===== src/rtl/bml_pkg.sv =====
`default_nettype none
// ----------------------------------------------------------------------------
// bml_pkg
// Shared types, widths, register codes and reset values of the battery level
// monitor.
// ----------------------------------------------------------------------------
package bml_pkg;

  localparam int ADC_BITS  = 12;
  localparam int FRAC_BITS = 8;
  localparam int ELAPSED_W = 16;
  localparam int LEVEL_W   = 20;
  localparam int TIMER_W   = 17;
  localparam int CFG_IDX_W = 3;

  localparam int AVG_DIVISOR = 10;

  localparam logic [LEVEL_W-1:0] LEVEL_MAX = {LEVEL_W{1'b1}};
  localparam logic [TIMER_W-1:0] TIMER_MAX = {TIMER_W{1'b1}};

  // scaled sample before saturation, wide enough for the sample and the limit
  localparam int SCALED_W = ADC_BITS + FRAC_BITS;
  localparam int WIDE_W   = (SCALED_W > LEVEL_W) ? SCALED_W : LEVEL_W;

  localparam logic [TIMER_W-1:0] SHORT_INTERVAL_MS = TIMER_W'(5000);
  localparam logic [TIMER_W-1:0] MID_INTERVAL_MS   = TIMER_W'(30000);
  localparam logic [TIMER_W-1:0] LONG_INTERVAL_MS  = TIMER_W'(60000);

  localparam int Q_DEPTH = 2;
  localparam int Q_PTR_W = $clog2(Q_DEPTH);
  localparam int Q_CNT_W = $clog2(Q_DEPTH + 1);

  // configuration register indexes
  localparam logic [CFG_IDX_W-1:0] REG_OFF_THRESHOLD  = 3'd0;
  localparam logic [CFG_IDX_W-1:0] REG_ON_THRESHOLD   = 3'd1;
  localparam logic [CFG_IDX_W-1:0] REG_BAND_ONE_TOP   = 3'd2;
  localparam logic [CFG_IDX_W-1:0] REG_BAND_TWO_TOP   = 3'd3;
  localparam logic [CFG_IDX_W-1:0] REG_BAND_THREE_TOP = 3'd4;
  localparam logic [CFG_IDX_W-1:0] REG_ORANGE_TOP     = 3'd5;
  localparam logic [CFG_IDX_W-1:0] REG_RED_HIGH       = 3'd6;

  localparam logic [LEVEL_W-1:0] RST_OFF_THRESHOLD  = 20'd557457;
  localparam logic [LEVEL_W-1:0] RST_ON_THRESHOLD   = 20'd613202;
  localparam logic [LEVEL_W-1:0] RST_BAND_ONE_TOP   = 20'd668948;
  localparam logic [LEVEL_W-1:0] RST_BAND_TWO_TOP   = 20'd724694;
  localparam logic [LEVEL_W-1:0] RST_BAND_THREE_TOP = 20'd808312;
  localparam logic [LEVEL_W-1:0] RST_ORANGE_TOP     = 20'd780439;
  localparam logic [LEVEL_W-1:0] RST_RED_HIGH       = 20'd891931;

  typedef enum logic [1:0] {
    EV_NONE      = 2'd0,
    EV_WENT_LOW  = 2'd1,
    EV_RECOVERED = 2'd2
  } low_event_t;

  typedef enum logic [1:0] {
    LED_RED    = 2'd0,
    LED_ORANGE = 2'd1,
    LED_GREEN  = 2'd2
  } led_t;

  typedef struct packed {
    logic [ADC_BITS-1:0]  adc_sample;
    logic [ELAPSED_W-1:0] elapsed_ms;
  } in_t;

  typedef struct packed {
    logic               remind;
    logic [1:0]         low_event;
    logic               battery_low;
    logic [1:0]         led_color;
    logic [LEVEL_W-1:0] avg_level;
  } out_t;

  // scaled and saturated item between front and back
  typedef struct packed {
    logic                 first;
    logic [LEVEL_W-1:0]   level;
    logic [ELAPSED_W-1:0] elapsed;
  } item_t;

  // averaged item between the two back stages
  typedef struct packed {
    logic [LEVEL_W-1:0]   avg;
    logic [ELAPSED_W-1:0] elapsed;
  } lvl_t;

  typedef struct packed {
    logic [LEVEL_W-1:0] off_threshold;
    logic [LEVEL_W-1:0] on_threshold;
    logic [LEVEL_W-1:0] band_one_top;
    logic [LEVEL_W-1:0] band_two_top;
    logic [LEVEL_W-1:0] band_three_top;
    logic [LEVEL_W-1:0] orange_top;
    logic [LEVEL_W-1:0] red_high;
  } cfg_t;

endpackage
`default_nettype wire


===== src/rtl/battery_level_monitor.sv =====
`default_nettype none
// ----------------------------------------------------------------------------
// battery_level_monitor
// Averages battery converter samples and derives low flag, reminder and LED.
//
// Input channel in_*: one transfer carries a 12-bit sample and the
// milliseconds since the previous sample. Output channel out_*: one result
// per input, in order. Both channels transfer when valid is high and stall
// is low.
// Throughput is one item per cycle while out_stall is low. An input passes
// the input register, the two-entry queue, the average stage (one 20x21
// reciprocal multiply) and the evaluation stage into the result register.
// While out_stall is high the result holds; the stages behind it and the
// queue keep taking items until they are full, then in_stall rises.
// Configuration is a plain write port (cfg_we, cfg_index, cfg_wdata); the
// user must write it only while the block is idle (not enforced); unknown indexes are ignored.
// Synchronous reset restores the register defaults, empties the pipeline,
// clears the low flag and the reminder timer; the first sample after reset
// loads the average directly. No clearing pass is needed.
// ----------------------------------------------------------------------------
module battery_level_monitor #(
  parameter int AVG_DIVISOR = bml_pkg::AVG_DIVISOR
) (
  input  wire logic                            clk,
  input  wire logic                            rst_n,
  input  wire logic                            in_valid,
  output logic                                 in_stall,
  input  wire bml_pkg::in_t                    in_data,
  output logic                                 out_valid,
  input  wire logic                            out_stall,
  output bml_pkg::out_t                        out_data,
  input  wire logic                            cfg_we,
  input  wire logic [bml_pkg::CFG_IDX_W-1:0]   cfg_index,
  input  wire logic [bml_pkg::LEVEL_W-1:0]     cfg_wdata
);

  bml_pkg::cfg_t   cfg_r, cfg_nxt;
  bml_pkg::item_t  f_item, q_item;
  bml_pkg::lvl_t   lvl;
  logic            f_valid, f_stall;
  logic            q_valid, q_stall;
  logic            l_valid, l_stall;

  always_comb begin
    cfg_nxt = cfg_r;
    if (cfg_we) begin
      unique case (cfg_index)
        bml_pkg::REG_OFF_THRESHOLD:  cfg_nxt.off_threshold  = cfg_wdata;
        bml_pkg::REG_ON_THRESHOLD:   cfg_nxt.on_threshold   = cfg_wdata;
        bml_pkg::REG_BAND_ONE_TOP:   cfg_nxt.band_one_top   = cfg_wdata;
        bml_pkg::REG_BAND_TWO_TOP:   cfg_nxt.band_two_top   = cfg_wdata;
        bml_pkg::REG_BAND_THREE_TOP: cfg_nxt.band_three_top = cfg_wdata;
        bml_pkg::REG_ORANGE_TOP:     cfg_nxt.orange_top     = cfg_wdata;
        bml_pkg::REG_RED_HIGH:       cfg_nxt.red_high       = cfg_wdata;
        default: ;
      endcase
    end
  end

  always_ff @(posedge clk) begin
    if (!rst_n) begin
      cfg_r.off_threshold  <= bml_pkg::RST_OFF_THRESHOLD;
      cfg_r.on_threshold   <= bml_pkg::RST_ON_THRESHOLD;
      cfg_r.band_one_top   <= bml_pkg::RST_BAND_ONE_TOP;
      cfg_r.band_two_top   <= bml_pkg::RST_BAND_TWO_TOP;
      cfg_r.band_three_top <= bml_pkg::RST_BAND_THREE_TOP;
      cfg_r.orange_top     <= bml_pkg::RST_ORANGE_TOP;
      cfg_r.red_high       <= bml_pkg::RST_RED_HIGH;
    end else begin
      cfg_r <= cfg_nxt;
    end
  end

  bml_front u_front (
    .clk        (clk),
    .rst_n      (rst_n),
    .in_valid   (in_valid),
    .in_stall   (in_stall),
    .in_data    (in_data),
    .item_valid (f_valid),
    .item_stall (f_stall),
    .item       (f_item)
  );

  bml_queue u_queue (
    .clk        (clk),
    .rst_n      (rst_n),
    .push_valid (f_valid),
    .push_stall (f_stall),
    .push_data  (f_item),
    .pop_valid  (q_valid),
    .pop_stall  (q_stall),
    .pop_data   (q_item)
  );

  bml_avg #(
    .AVG_DIVISOR (AVG_DIVISOR)
  ) u_avg (
    .clk        (clk),
    .rst_n      (rst_n),
    .item_valid (q_valid),
    .item_stall (q_stall),
    .item       (q_item),
    .lvl_valid  (l_valid),
    .lvl_stall  (l_stall),
    .lvl        (lvl)
  );

  bml_eval u_eval (
    .clk        (clk),
    .rst_n      (rst_n),
    .cfg        (cfg_r),
    .lvl_valid  (l_valid),
    .lvl_stall  (l_stall),
    .lvl        (lvl),
    .out_valid  (out_valid),
    .out_stall  (out_stall),
    .out_data   (out_data)
  );

endmodule
`default_nettype wire


===== src/rtl/bml_front.sv =====
`default_nettype none
// ----------------------------------------------------------------------------
// bml_front
// Input register: scales the sample to counts with fraction bits, saturates,
// and tags the first item after reset.
// ----------------------------------------------------------------------------
module bml_front (
  input  wire logic          clk,
  input  wire logic          rst_n,
  input  wire logic          in_valid,
  output logic               in_stall,
  input  wire bml_pkg::in_t  in_data,
  output logic               item_valid,
  input  wire logic          item_stall,
  output bml_pkg::item_t     item
);

  logic                      valid_r, valid_nxt;
  logic                      primed_r, primed_nxt;
  bml_pkg::item_t            item_r, item_nxt;
  logic                      take;
  logic [bml_pkg::WIDE_W-1:0] wide;

  assign in_stall = valid_r && item_stall;
  assign take     = in_valid && !in_stall;

  always_comb begin
    wide = bml_pkg::WIDE_W'(in_data.adc_sample) << bml_pkg::FRAC_BITS;
    item_nxt = item_r;
    if (take) begin
      item_nxt.first   = !primed_r;
      item_nxt.elapsed = in_data.elapsed_ms;
      if (wide > bml_pkg::WIDE_W'(bml_pkg::LEVEL_MAX)) begin
        item_nxt.level = bml_pkg::LEVEL_MAX;
      end else begin
        item_nxt.level = wide[bml_pkg::LEVEL_W-1:0];
      end
    end
    valid_nxt  = take || (valid_r && item_stall);
    primed_nxt = primed_r || take;
  end

  always_ff @(posedge clk) begin
    if (!rst_n) begin
      valid_r  <= 1'b0;
      primed_r <= 1'b0;
    end else begin
      valid_r  <= valid_nxt;
      primed_r <= primed_nxt;
    end
    item_r <= item_nxt;
  end

  assign item_valid = valid_r;
  assign item       = item_r;

endmodule
`default_nettype wire


===== src/rtl/bml_queue.sv =====
`default_nettype none
// ----------------------------------------------------------------------------
// bml_queue
// Short FIFO between front and back so either side can stall alone.
// ----------------------------------------------------------------------------
module bml_queue (
  input  wire logic            clk,
  input  wire logic            rst_n,
  input  wire logic            push_valid,
  output logic                 push_stall,
  input  wire bml_pkg::item_t  push_data,
  output logic                 pop_valid,
  input  wire logic            pop_stall,
  output bml_pkg::item_t       pop_data
);

  localparam int DEPTH = bml_pkg::Q_DEPTH;
  localparam int PW    = bml_pkg::Q_PTR_W;
  localparam int CW    = bml_pkg::Q_CNT_W;

  bml_pkg::item_t   mem_r [DEPTH];
  logic [PW-1:0]    wr_ptr_r, wr_ptr_nxt;
  logic [PW-1:0]    rd_ptr_r, rd_ptr_nxt;
  logic [CW-1:0]    count_r, count_nxt;
  logic             push, pop;

  assign push_stall = (count_r == CW'(DEPTH));
  assign pop_valid  = (count_r != '0);
  assign push       = push_valid && !push_stall;
  assign pop        = pop_valid && !pop_stall;
  assign pop_data   = mem_r[rd_ptr_r];

  always_comb begin
    wr_ptr_nxt = wr_ptr_r;
    rd_ptr_nxt = rd_ptr_r;
    if (push) begin
      wr_ptr_nxt = (wr_ptr_r == PW'(DEPTH - 1)) ? '0 : wr_ptr_r + PW'(1);
    end
    if (pop) begin
      rd_ptr_nxt = (rd_ptr_r == PW'(DEPTH - 1)) ? '0 : rd_ptr_r + PW'(1);
    end
    count_nxt = count_r + CW'(push) - CW'(pop);
  end

  always_ff @(posedge clk) begin
    if (!rst_n) begin
      wr_ptr_r <= '0;
      rd_ptr_r <= '0;
      count_r  <= '0;
    end else begin
      wr_ptr_r <= wr_ptr_nxt;
      rd_ptr_r <= rd_ptr_nxt;
      count_r  <= count_nxt;
    end
    if (push) begin
      mem_r[wr_ptr_r] <= push_data;
    end
  end

endmodule
`default_nettype wire


===== src/rtl/bml_avg.sv =====
`default_nettype none
// ----------------------------------------------------------------------------
// bml_avg
// Back stage one: exponential average, avg +/- |sample - avg| / AVG_DIVISOR,
// quotient by reciprocal multiply; the first item loads the average directly.
// ----------------------------------------------------------------------------
module bml_avg #(
  parameter int AVG_DIVISOR = bml_pkg::AVG_DIVISOR
) (
  input  wire logic            clk,
  input  wire logic            rst_n,
  input  wire logic            item_valid,
  output logic                 item_stall,
  input  wire bml_pkg::item_t  item,
  output logic                 lvl_valid,
  input  wire logic            lvl_stall,
  output bml_pkg::lvl_t        lvl
);

  localparam int LW     = bml_pkg::LEVEL_W;
  // floor(n * M >> SHIFT) == floor(n / D) for every n below 2^LW
  localparam int SHIFT  = LW + $clog2(AVG_DIVISOR);
  localparam int REC_W  = LW + 1;
  localparam int PROD_W = SHIFT + LW;
  localparam longint unsigned REC =
    ((64'd1 << SHIFT) + 64'(AVG_DIVISOR) - 64'd1) / 64'(AVG_DIVISOR);
  localparam logic [REC_W-1:0] REC_C = REC_W'(REC);

  logic               valid_r, valid_nxt;
  logic [LW-1:0]      avg_r, avg_nxt;
  logic [bml_pkg::ELAPSED_W-1:0] elapsed_r, elapsed_nxt;
  logic               take;
  logic               up;
  logic [LW-1:0]      diff;
  logic [PROD_W-1:0]  prod;
  logic [LW-1:0]      step;

  assign item_stall = valid_r && lvl_stall;
  assign take       = item_valid && !item_stall;

  always_comb begin
    up   = (item.level >= avg_r);
    diff = up ? (item.level - avg_r) : (avg_r - item.level);
    prod = PROD_W'(diff) * PROD_W'(REC_C);
    step = prod[SHIFT +: LW];
    avg_nxt     = avg_r;
    elapsed_nxt = elapsed_r;
    if (take) begin
      elapsed_nxt = item.elapsed;
      if (item.first) begin
        avg_nxt = item.level;
      end else if (up) begin
        avg_nxt = avg_r + step;
      end else begin
        avg_nxt = avg_r - step;
      end
    end
    valid_nxt = take || (valid_r && lvl_stall);
  end

  always_ff @(posedge clk) begin
    if (!rst_n) begin
      valid_r <= 1'b0;
      avg_r   <= '0;
    end else begin
      valid_r <= valid_nxt;
      avg_r   <= avg_nxt;
    end
    elapsed_r <= elapsed_nxt;
  end

  assign lvl_valid   = valid_r;
  assign lvl.avg     = avg_r;
  assign lvl.elapsed = elapsed_r;

endmodule
`default_nettype wire


===== src/rtl/bml_eval.sv =====
`default_nettype none
// ----------------------------------------------------------------------------
// bml_eval
// Back stage two: low flag with hysteresis, band reminder timer, LED color,
// and the result register.
// ----------------------------------------------------------------------------
module bml_eval (
  input  wire logic           clk,
  input  wire logic           rst_n,
  input  wire bml_pkg::cfg_t  cfg,
  input  wire logic           lvl_valid,
  output logic                lvl_stall,
  input  wire bml_pkg::lvl_t  lvl,
  output logic                out_valid,
  input  wire logic           out_stall,
  output bml_pkg::out_t       out_data
);

  localparam int TW = bml_pkg::TIMER_W;

  logic                 valid_r, valid_nxt;
  logic                 flag_r, flag_nxt;
  logic [TW-1:0]        timer_r, timer_nxt;
  bml_pkg::out_t        out_r, out_nxt;
  logic                 take;
  logic [TW:0]          sum;
  logic [TW-1:0]        elapsed_t;
  logic [TW-1:0]        interval;
  logic                 has_band;
  logic                 remind_c;
  bml_pkg::low_event_t  event_c;
  bml_pkg::led_t        led_c;
  logic [bml_pkg::LEVEL_W-1:0] a;

  assign lvl_stall = valid_r && out_stall;
  assign take      = lvl_valid && !lvl_stall;

  always_comb begin
    a         = lvl.avg;
    elapsed_t = TW'(lvl.elapsed);
    sum       = (TW+1)'(timer_r) + (TW+1)'(elapsed_t);

    has_band = 1'b1;
    if (a != '0 && a <= cfg.band_one_top) begin
      interval = bml_pkg::SHORT_INTERVAL_MS;
    end else if (a > cfg.band_one_top && a <= cfg.band_two_top) begin
      interval = bml_pkg::MID_INTERVAL_MS;
    end else if (a > cfg.band_two_top && a <= cfg.band_three_top) begin
      interval = bml_pkg::LONG_INTERVAL_MS;
    end else begin
      interval = '0;
      has_band = 1'b0;
    end

    timer_nxt = sum[TW] ? bml_pkg::TIMER_MAX : sum[TW-1:0];
    remind_c  = has_band && (timer_nxt >= interval);
    if (remind_c) begin
      timer_nxt = '0;
    end

    flag_nxt = flag_r;
    event_c  = bml_pkg::EV_NONE;
    if (a < cfg.off_threshold && !flag_r) begin
      flag_nxt = 1'b1;
      event_c  = bml_pkg::EV_WENT_LOW;
    end else if (a > cfg.on_threshold && flag_r) begin
      flag_nxt = 1'b0;
      event_c  = bml_pkg::EV_RECOVERED;
    end

    if (a > cfg.red_high || a < cfg.band_one_top) begin
      led_c = bml_pkg::LED_RED;
    end else if (a < cfg.orange_top) begin
      led_c = bml_pkg::LED_ORANGE;
    end else begin
      led_c = bml_pkg::LED_GREEN;
    end

    out_nxt.remind      = remind_c;
    out_nxt.low_event   = event_c;
    out_nxt.battery_low = flag_nxt;
    out_nxt.led_color   = led_c;
    out_nxt.avg_level   = a;

    if (!take) begin
      out_nxt   = out_r;
      flag_nxt  = flag_r;
      timer_nxt = timer_r;
    end
    valid_nxt = take || (valid_r && out_stall);
  end

  always_ff @(posedge clk) begin
    if (!rst_n) begin
      valid_r <= 1'b0;
      flag_r  <= 1'b0;
      timer_r <= '0;
    end else begin
      valid_r <= valid_nxt;
      flag_r  <= flag_nxt;
      timer_r <= timer_nxt;
    end
    out_r <= out_nxt;
  end

  assign out_valid = valid_r;
  assign out_data  = out_r;

  // a reminder restarts the interval timer
  a_remind_clears: assert property (@(posedge clk) disable iff (!rst_n)
    take && remind_c |=> timer_r == '0)
    else $error("timer not cleared after reminder");

  // without a reminder the timer only counts up
  a_timer_grows: assert property (@(posedge clk) disable iff (!rst_n)
    take && !remind_c |=> timer_r >= $past(timer_r))
    else $error("timer went backward");

  a_low_event_flag: assert property (@(posedge clk) disable iff (!rst_n)
    valid_r && out_r.low_event == bml_pkg::EV_WENT_LOW |-> out_r.battery_low)
    else $error("went-low event without low flag");

  a_recover_flag: assert property (@(posedge clk) disable iff (!rst_n)
    valid_r && out_r.low_event == bml_pkg::EV_RECOVERED |-> !out_r.battery_low)
    else $error("recovered event with low flag set");

endmodule
`default_nettype wire

===== config.mk =====
export PLATFORM = sky130hd
export DESIGN_NAME = battery_level_monitor
export DESIGN_NICKNAME = d
export VERILOG_FILES = /design/src/rtl/bml_pkg.sv /design/src/rtl/battery_level_monitor.sv /design/src/rtl/bml_front.sv /design/src/rtl/bml_queue.sv /design/src/rtl/bml_avg.sv /design/src/rtl/bml_eval.sv
export SDC_FILE = /design/constraint.sdc
export NUM_CORES = 1
export LEC_CHECK = 0
export ABC_AREA = 1
export ABC_CLOCK_PERIOD_IN_PS = 14950
export BUFFER_PORTS_ARGS = -buffer_cell sky130_fd_sc_hd__buf_2
export CAP_MARGIN = 10
export CORE_ASPECT_RATIO = 2
export CORE_UTILIZATION = 40
export DETAILED_ROUTE_END_ITERATION = 10
export PLACE_DENSITY_LB_ADDON = 0.08
export REMOVE_ABC_BUFFERS = 1
export SYNTH_ARGS = -nofsm -noshare
export SYNTH_HDL_FRONTEND = slang
export SYNTH_SLANG_ARGS = --single-unit
export TNS_END_PERCENT = 1

===== constraint.sdc =====
create_clock -name clk -period 14.95 [get_ports clk]
set_input_delay 1.495 -clock clk [delete_from_list [all_inputs] [get_ports clk]]
set_output_delay 1.495 -clock clk [all_outputs]
set_load 0.05 [all_outputs]

# Word-level counts from Yosys, hierarchy flattened
# Memory sizes are Yosys's and may differ from the RTL's. A register that Yosys moved wholly into a read port is not among the register bits.
# Cells that the tools add are included.
dict set report classes {
  add_sub_neg 9
  n_mul 1
  div_mod_pow 0
  order_cmp 13
  n_eq_ne 7
  shifts 0
  muxes 22
  bitwise_logic 0
  reduce_logical 34
}
# operator n
set ops {}
lappend ops {{$gt A20 B20 Y1} 4}
lappend ops {{$mux W17} 4}
lappend ops {{$le A20 B20 Y1} 3}
lappend ops {{$lt A20 B20 Y1} 3}
lappend ops {{$mux W20} 3}
lappend ops {{$mul A20 B20 Y40 const B} 1}
lappend ops {{$sub A20 B20 Y20} 2}
lappend ops {{$add A20 B17 Y20} 1}
lappend ops {{$ge A20 B20 Y1} 1}
lappend ops {{$gt A20 B20 Y1 const B} 1}
lappend ops {{$reduce_bool A20 Y1} 1}
lappend ops {{$sub A20 B17 Y20} 1}
lappend ops {{$add A17 B16 Y18} 1}
lappend ops {{$ge A17 B17 Y1} 1}
lappend ops {{$mux W16} 1}
lappend ops {{$reduce_and A2 Y1} 7}
lappend ops {{$logic_and A1 B1 Y1} 13}
lappend ops {{$mux W1} 11}
lappend ops {{$eq A3 B3 Y1 const B} 3}
lappend ops {{$mux W8} 1}
lappend ops {{$eq A3 B2 Y1 const B} 2}
lappend ops {{$logic_not A1 Y1} 6}
lappend ops {{$logic_or A1 B1 Y1} 5}
lappend ops {{$mux W2} 2}
lappend ops {{7 further kinds} 8}
dict set report word_totals {
  reg_bits 265
  latchBits 0
  ram_bits 74
  mem_bits_ro 0
  input_bits 56
  output_inout_bits 28
  elab_cells 114
  mem_count 1
}
# name depth width read_ports rd_ports_with_merged_regs wr line_no
set mem_list {}
lappend mem_list {u_queue.mem_r 2 37 1 1 1 bml_queue.sv:21} ;# bml_pkg::item_t mem_r [DEPTH];

# Longest topological paths before layout
# Gate-level depths: netlist of the first run.
dict set report depth {
  depth_word 8
  ltp_mapped 69
  mapped_depth_nobuf 66
}

# Cells and area by module
# Synthesis of the first run repeated with hierarchy kept, for this count alone.
dict set report hier_totals {
  cells_unflattened 3511
  hier_area_um2 28672.5
}
# module instances cells_per_inst area_per_inst_um2 seq_area_each_um2
set by_module_without_submodules {}
lappend by_module_without_submodules {bml_avg 1 1658 12729.7 900.9}
lappend by_module_without_submodules {bml_eval 1 924 6593.8 1161.1}
lappend by_module_without_submodules {battery_level_monitor 1 727 5255.0 2802.7}
lappend by_module_without_submodules {bml_queue 1 153 3070.4 2322.2}
lappend by_module_without_submodules {bml_front 1 49 1023.5 910.9}

# Worst setup path before layout of the first run
# No wires, ideal clock.
dict set report synth_timing {
  path_type {register to register}
  startpoint {reg (tool-made name)}
  endpoint {reg u_avg.avg_r[16]}
  setup_time_ns 0.132
  arrival_time_ns 10.467
  required_time_ns 14.818
  path_slack_ns 4.350
  stages_incl_launch_ff 65
  n_path_buf 3
  period_less_slack_ns 10.600
  cell_sequence {dfxtp_1 inv_1 clkbuf_1 or2_2 o21ai_0 inv_1 ha_1 buf_4 nand2_1 nand2_1 nand2_1 nand2_1 a21oi_2 nand2_4 inv_1 buf_2 o311ai_0 o21ai_1 [... 29 more ...] or2_4 o21ai_1 xor2_1 inv_1 ha_1 nand2_1 nor3_1 nand2_1 o211ai_1 a31oi_1 o21ai_0 nand3_1 nand2_1 nand3_1 nand2_1 xor2_1 o21ai_0 a21oi_1}
}
# element line_no
set synth_rtl {}
lappend synth_rtl {{to (signal assigned)} bml_avg.sv:67} ;# avg_r <= avg_nxt;
lappend synth_rtl {{to (decl)} bml_avg.sv:30} ;# logic [LW-1:0] avg_r, avg_nxt;

==> impl_metrics.py, run 1 <==
metrics = {
    "outcome": {
        "status": "complete, no violations",
    },
    "sta": {
        "fin_crit_sh_pct": 92.0,
        "finalSetupTns_ns": 0,
        "min_period_ns": 13.76,
        "hold_viol": 0,
        "worst_pin_slew_ns": 1.18,
        "drv_slew": 0,
        "rsz0062_at_grt": "no",
        "slew_headroom_pct": 21.4,
        "fmax_mhz": 72.7,
        "skew_ns": 0.0245,
        "setup_viol_count_final": 0,
    },
    "setup_path": {
        "slowest_stage": "inv_1",
        "critPathMaxFanout": 30,
        "worstSetupStartpointType": "register",
        "crit_arrival_ns": 14.26,
        "crit_path_frequent_cell": "nand2_1",
        "critical_path_class": "register to register",
        "worstPathRequired_ns": 15.45,
        "cp-end-kind": "register",
        "slowest_delay_ns": 0.60,
    },
    "place": {
        "hpwl_mm": 69.9,
        "port-buffer-count": 83,
        "place_congestion": 0.994,
    },
    "finish": {
        "final_cell_mix": "inv_1, nand2_1, ha_1",
        "diodes": 0,
        "area_delta_synth_final_pct": 9.77,
        "drive_gt1_share_pct": 7.36,
        "fin_nets": 3745,
        "layout_commonest_cell": "inv_1",
        "fillers": 6404,
    },
    "clock_network": {
        "tritoncts": "done",
        "clock-sinks": 316,
        "htree_levels": 1,
        "cts_setup_buffers": 0,
        "numCtsBuffers": 29,
        "cts_max_path_buffers": 3,
        "clock_latency_ns": 0.59,
        "cts-root-buf": "clkbuf_16",
        "clk_pin_slew_ns": 0.07,
    },
    "floorplan": {
        "dieArea_um2": 65400,
        "die_height_um": 361,
        "start_util_pct": 40.4,
        "row_count": 131,
        "num_io_pins": 84,
        "die_w_um": 181,
        "coreArea_um2": 63800,
    },
    "route": {
        "route.vias.total": 20900,
        "routedWlPerCell_um": 21.8,
        "drtIter0Drc": 971,
        "drc": 0,
        "viasPerCell": 5.28,
        "dr.pass1.iters": 5,
        "drt-total-wl_mm": 86.4,
        "ant_nets": 0,
    },
    "grt": {
        "gr-total-overflow": 0,
        "grt_pass1_vias": 22000,
        "grt_pass1_wl_mm": 127,
        "antenna_found_initial": 1,
        "grt_max_degree": 81,
        "track_usage_pct": 26.4,
    },
    "yosys": {
        "synth.top_cell.area_share_pct": 20.2,
        "ys_types": 61,
        "synth_area_um2": 25700,
        "ys_top_cells_by_area": "ha_1, edfxtp_1, dfxtp_1",
        "async_reset_ff_share_pct": 0,
        "synth_largest_area_cell": "ha_1",
        "syn_avg_cell_area_um2": 8.45,
        "synth_edf_count": 129,
        "yosysWarningCount": 0,
        "dominantRegCellSynth": "dfxtp_1",
        "postSynthCellCount": 3048,
        "ys_ff_latch": 316,
        "yosysSeqAreaShare_pct": 29.6,
    },
    "min_path": {
        "hold_class": "register to register",
        "hp-start": "u_front.item[14]$_DFFE_PP_",
    },
    "run": {
        "cap_violations": 0,
    },
}
==> what timing repair did <==
action	4_1_cts	5_1_grt
endpoints found under the setup margin	0	3
gates resized for setup	0	1
hold buffers	0	0
==> area by class of cell <==
type,instances,area [µm²],area share (%)
Multi-Input combinational cell,2074,15700,55.4
Sequential cell,316,7620,27.0
Inverter,595,2230,7.90
Tap cell,798,998,3.53
Clock buffer,35,790,2.79
Timing Repair Buffer,128,756,2.67
Clock inverter,19,199,0.704
==> sequential cells by signal, summed over array words and instances, names as in the netlist, named ones only <==
signal,cells
cfg_r,140
u_avg.avg_r,20
u_avg.elapsed_r,16
u_avg.lvl_valid,1
u_eval.flag_r,1
u_eval.out_data,26
u_eval.out_valid,1
u_eval.timer_r,17
u_front.item,29
u_front.item_valid,1
u_front.primed_r,1
u_queue.count_r,2
u_queue.mem_r,58
u_queue.rd_ptr_r,1
u_queue.wr_ptr_r,1
==> worst paths after layout <==
check / end / slack (ns) / cells past startpoint
max reg2reg: u_avg.avg_r[14]$_SDFFE_PN0P_ / 1.19 / 56
min: u_queue.mem_r[1][14]$_DFFE_PP_ / 0.44 / 0
min reg2reg: u_queue.mem_r[1][14]$_DFFE_PP_ / 0.44 / 0
max: u_avg.avg_r[14]$_SDFFE_PN0P_ / 1.19 / 56
==> through the flow <==
step	hold slack (ns)	utilization (%)	cell area (µm²)	std cells	worst slack, ns
2_1_floorplan	0.421	-	25500	2985	3.32
3_3_place_gp	0.428	42.8	27300	3911	0.902
3_5_place_dp	0.432	42.8	27300	3911	0.935
4_1_cts	0.440	44.3	28300	3965	0.890
5_1_grt	0.464	44.3	28300	3965	0.185
6_report	0.442	44.3	28300	3965	1.19
==> synth_stat cells, types with 7 or more instances <==
library cell,n
inv_1,589
nand2_1,462
ha_1,415
a21oi_1,287
dfxtp_1,187
nor2_1,164
o21ai_0,163
fa_1,130
edfxtp_1,129
xor2_1,66
o211ai_1,63
nand3_1,58
clkbuf_1,57
nor3_1,30
nand4_1,29
or2_2,24
a31oi_1,20
xnor2_1,17
a21o_1,16
a211oi_1,14
nand3b_1,12
o21ai_1,11
o21a_1,9
o21bai_1,9
o221ai_1,7
==> kinds of logic after synthesis <==
group	after synthesis	share of synthesized area [%]
multiplexers	3	0.117
XOR/XNOR	85	2.99
buffers and inverters	658	9.63
AO/OA/AOI/OAI	632	14.0
adder cells (fa/ha/maj)	545	30.3
AND/OR/NAND/NOR	809	13.4
flip-flops	316	29.6
==> routing by layer <==
layer	track usage (%)	vias to the layer above	part of all wire, %
met3	2.04	272	2.4
met4	22.5	0	9.6
li1	-	10300	-
met2	53.1	491	56
met1	22.8	9928	32
met5	0	-	0
==> critical path, delay by kind of cell, from the launching register on <==
| family | cells | cell delay (ns) |
|---|---|---|
| simple gates | 21 | 3.27 |
| flops | 1 | 0.31 |
| buf+inv | 9 | 1.79 |
| compound gates | 12 | 2.83 |
| xor+xnor | 4 | 1.13 |
| fa+ha+maj | 10 | 4.31 |
Power of run 1 is not shown: default switching activity piles up to over one toggle a cycle in this logic, so the estimate is an artifact.
==> run 2: changes to the inputs <==
--- a/config.mk
+++ b/config.mk
@@ -5,7 +5,7 @@
 export SDC_FILE = /design/constraint.sdc
 export NUM_CORES = 1
 export LEC_CHECK = 0
-export ABC_AREA = 1
+export ABC_AREA = 0
 export ABC_CLOCK_PERIOD_IN_PS = 14950
 export BUFFER_PORTS_ARGS = -buffer_cell sky130_fd_sc_hd__buf_2
 export CAP_MARGIN = 10
@@ -14,6 +14,7 @@
 export DETAILED_ROUTE_END_ITERATION = 10
 export PLACE_DENSITY_LB_ADDON = 0.08
 export REMOVE_ABC_BUFFERS = 1
+export SETUP_SLACK_MARGIN = 0.05
 export SYNTH_ARGS = -nofsm -noshare
 export SYNTH_HDL_FRONTEND = slang
 export SYNTH_SLANG_ARGS = --single-unit
==> impl_metrics.py, run 2 <==
metrics = {
    "sta": {
        "setup_viol_count_final": 0,
        "slew_headroom_pct": 26.6,
        "min_period_ns": 13.89,
        "hold_viol": 0,
        "rsz0062_at_grt": "no",
        "drv_slew": 0,
        "setup_ws_ns": 1.06,
        "skew_ns": 0.0151,
        "finalSetupTns_ns": 0,
        "worst_pin_slew_ns": 1.10,
        "fmax_mhz": 72.0,
        "fin_crit_sh_pct": 92.9,
    },
    "setup_path": {
        "critPathMaxFanout": 12,
        "crit_path_frequent_cell": "inv_1",
        "worstSetupStartpointType": "register",
        "slowest_delay_ns": 0.82,
        "cp_num_cells": 43,
        "cp_num_buf_inv": 6,
        "rr_worst_depth": 43,
        "cp-end-kind": "register",
        "critical_path_class": "register to register",
        "crit_arrival_ns": 14.42,
        "slowest_stage": "mux2i_1",
        "critPathTopFamily": "compound AO/OA/AOI/OAI gates",
        "worstPathRequired_ns": 15.48,
    },
    "min_path": {
        "hold_class": "register to register",
        "min_path_cells": 0,
    },
    "finish": {
        "diodes": 0,
        "fin_nets": 3468,
        "fillers": 6165,
        "area_delta_synth_final_pct": 9.84,
        "post-route-util_pct": 44.5,
        "regMostFlops": "cfg_r",
        "drive_gt1_share_pct": 8.58,
        "layout_commonest_cell": "inv_1",
        "final_cell_mix": "inv_1, ha_1, nand2_1",
        "fin_cells": 3688,
        "largest_reg_flops": 140,
    },
    "floorplan": {
        "num_io_pins": 84,
        "start_util_pct": 40.5,
        "coreArea_um2": 63800,
        "row_count": 131,
        "dieArea_um2": 65700,
        "die_height_um": 361,
        "die_w_um": 182,
    },
    "clock_network": {
        "hold_buffers": 0,
        "post_cts_resize_count": 0,
        "cts_max_path_buffers": 3,
        "tritoncts": "done",
        "htree_levels": 1,
        "clk_pin_slew_ns": 0.07,
        "clock-sinks": 316,
        "cts_setup_buffers": 0,
        "numCtsBuffers": 29,
        "clock_latency_ns": 0.59,
        "cts-root-buf": "clkbuf_16",
    },
    "grt": {
        "antenna_found_initial": 1,
        "gr-total-overflow": 0,
        "track_usage_pct": 25.6,
        "grt_pass1_wl_mm": 125,
        "grt_pass1_vias": 21300,
        "grt_max_degree": 83,
    },
    "run": {
        "cap_violations": 0,
    },
    "place": {
        "place_congestion": 0.963,
        "dpl_worst_slack_ns": 1.09,
        "dp.cells": 3633,
        "port-buffer-count": 83,
        "hpwl_mm": 66.2,
    },
    "yosys": {
        "ys_top_cells_by_count": "inv_1, ha_1, nand2_1, a21oi_1, dfxtp_1",
        "ys_types": 83,
        "async_reset_ff_share_pct": 0,
        "synth_area_um2": 25800,
        "yosysSeqAreaShare_pct": 29.5,
        "synth_largest_area_cell": "ha_1",
        "postSynthCellCount": 2776,
        "synth_edf_count": 129,
        "ys_ff_latch": 316,
        "ys_top_cells_by_area": "ha_1, edfxtp_1, dfxtp_1",
        "synth.top_cell.area_share_pct": 20.1,
        "yosysWarningCount": 0,
        "synth_most_common_cell": "inv_1",
        "syn_avg_cell_area_um2": 9.31,
        "dominantRegCellSynth": "dfxtp_1",
    },
    "route": {
        "drtIter0Drc": 987,
        "dr.pass1.iters": 5,
        "drt-total-wl_mm": 83.5,
        "routedWlPerCell_um": 22.6,
        "drc": 0,
        "ant_nets": 0,
        "viasPerCell": 5.51,
        "route.vias.total": 20300,
    },
    "outcome": {
        "status": "complete, no violations",
    },
}
## run 2: layout make-up
cell class	instances	area (µm²)	share of cell area [%]
Multi-Input combinational cell	1963	16300	57.5
Sequential cell	316	7620	26.8
Inverter	420	1580	5.56
Tap cell	798	998	3.52
Timing Repair Buffer	137	825	2.90
Clock buffer	39	823	2.90
Clock inverter	15	221	0.780
## run 2: through the flow
stage                     cell area (µm²)  hold WS, ns
after global routing                28400        0.449
after detailed placement            27300        0.434
after global placement              27300        0.424
final                               28400        0.442
after floorplan                     25500        0.421
after CTS                           28400        0.448
## run 2: kinds of logic after synthesis
logic type	share of synthesized area, %
fa+ha+maj	30.2
simple gates	11.9
compound gates	15.5
buf+inv	7.52
mux	1.49
flops	29.5
xor+xnor	3.93
## run 2: worst paths after layout
check | startpoint | endpoint | slack [ns]
max | register | u_avg.avg_r[18]$_SDFFE_PN0P_ | 1.06
min | u_front.item[5]$_DFFE_PP_ | u_queue.mem_r[1][5]$_DFFE_PP_ | 0.44
max reg2reg | register | u_avg.avg_r[18]$_SDFFE_PN0P_ | 1.06
min reg2reg | u_front.item[5]$_DFFE_PP_ | u_queue.mem_r[1][5]$_DFFE_PP_ | 0.44
## run 2: per-layer routing
metal | vias to the layer above | track usage (%) | part of all wire [%]
met5 | - | 0 | 0
met4 | 0 | 17.7 | 7.6
met3 | 252 | 1.74 | 2.6
met2 | 521 | 51.6 | 56
met1 | 9800 | 23.9 | 34
li1 | 9758 | - | -
Power of run 2 is left out for the same reason.
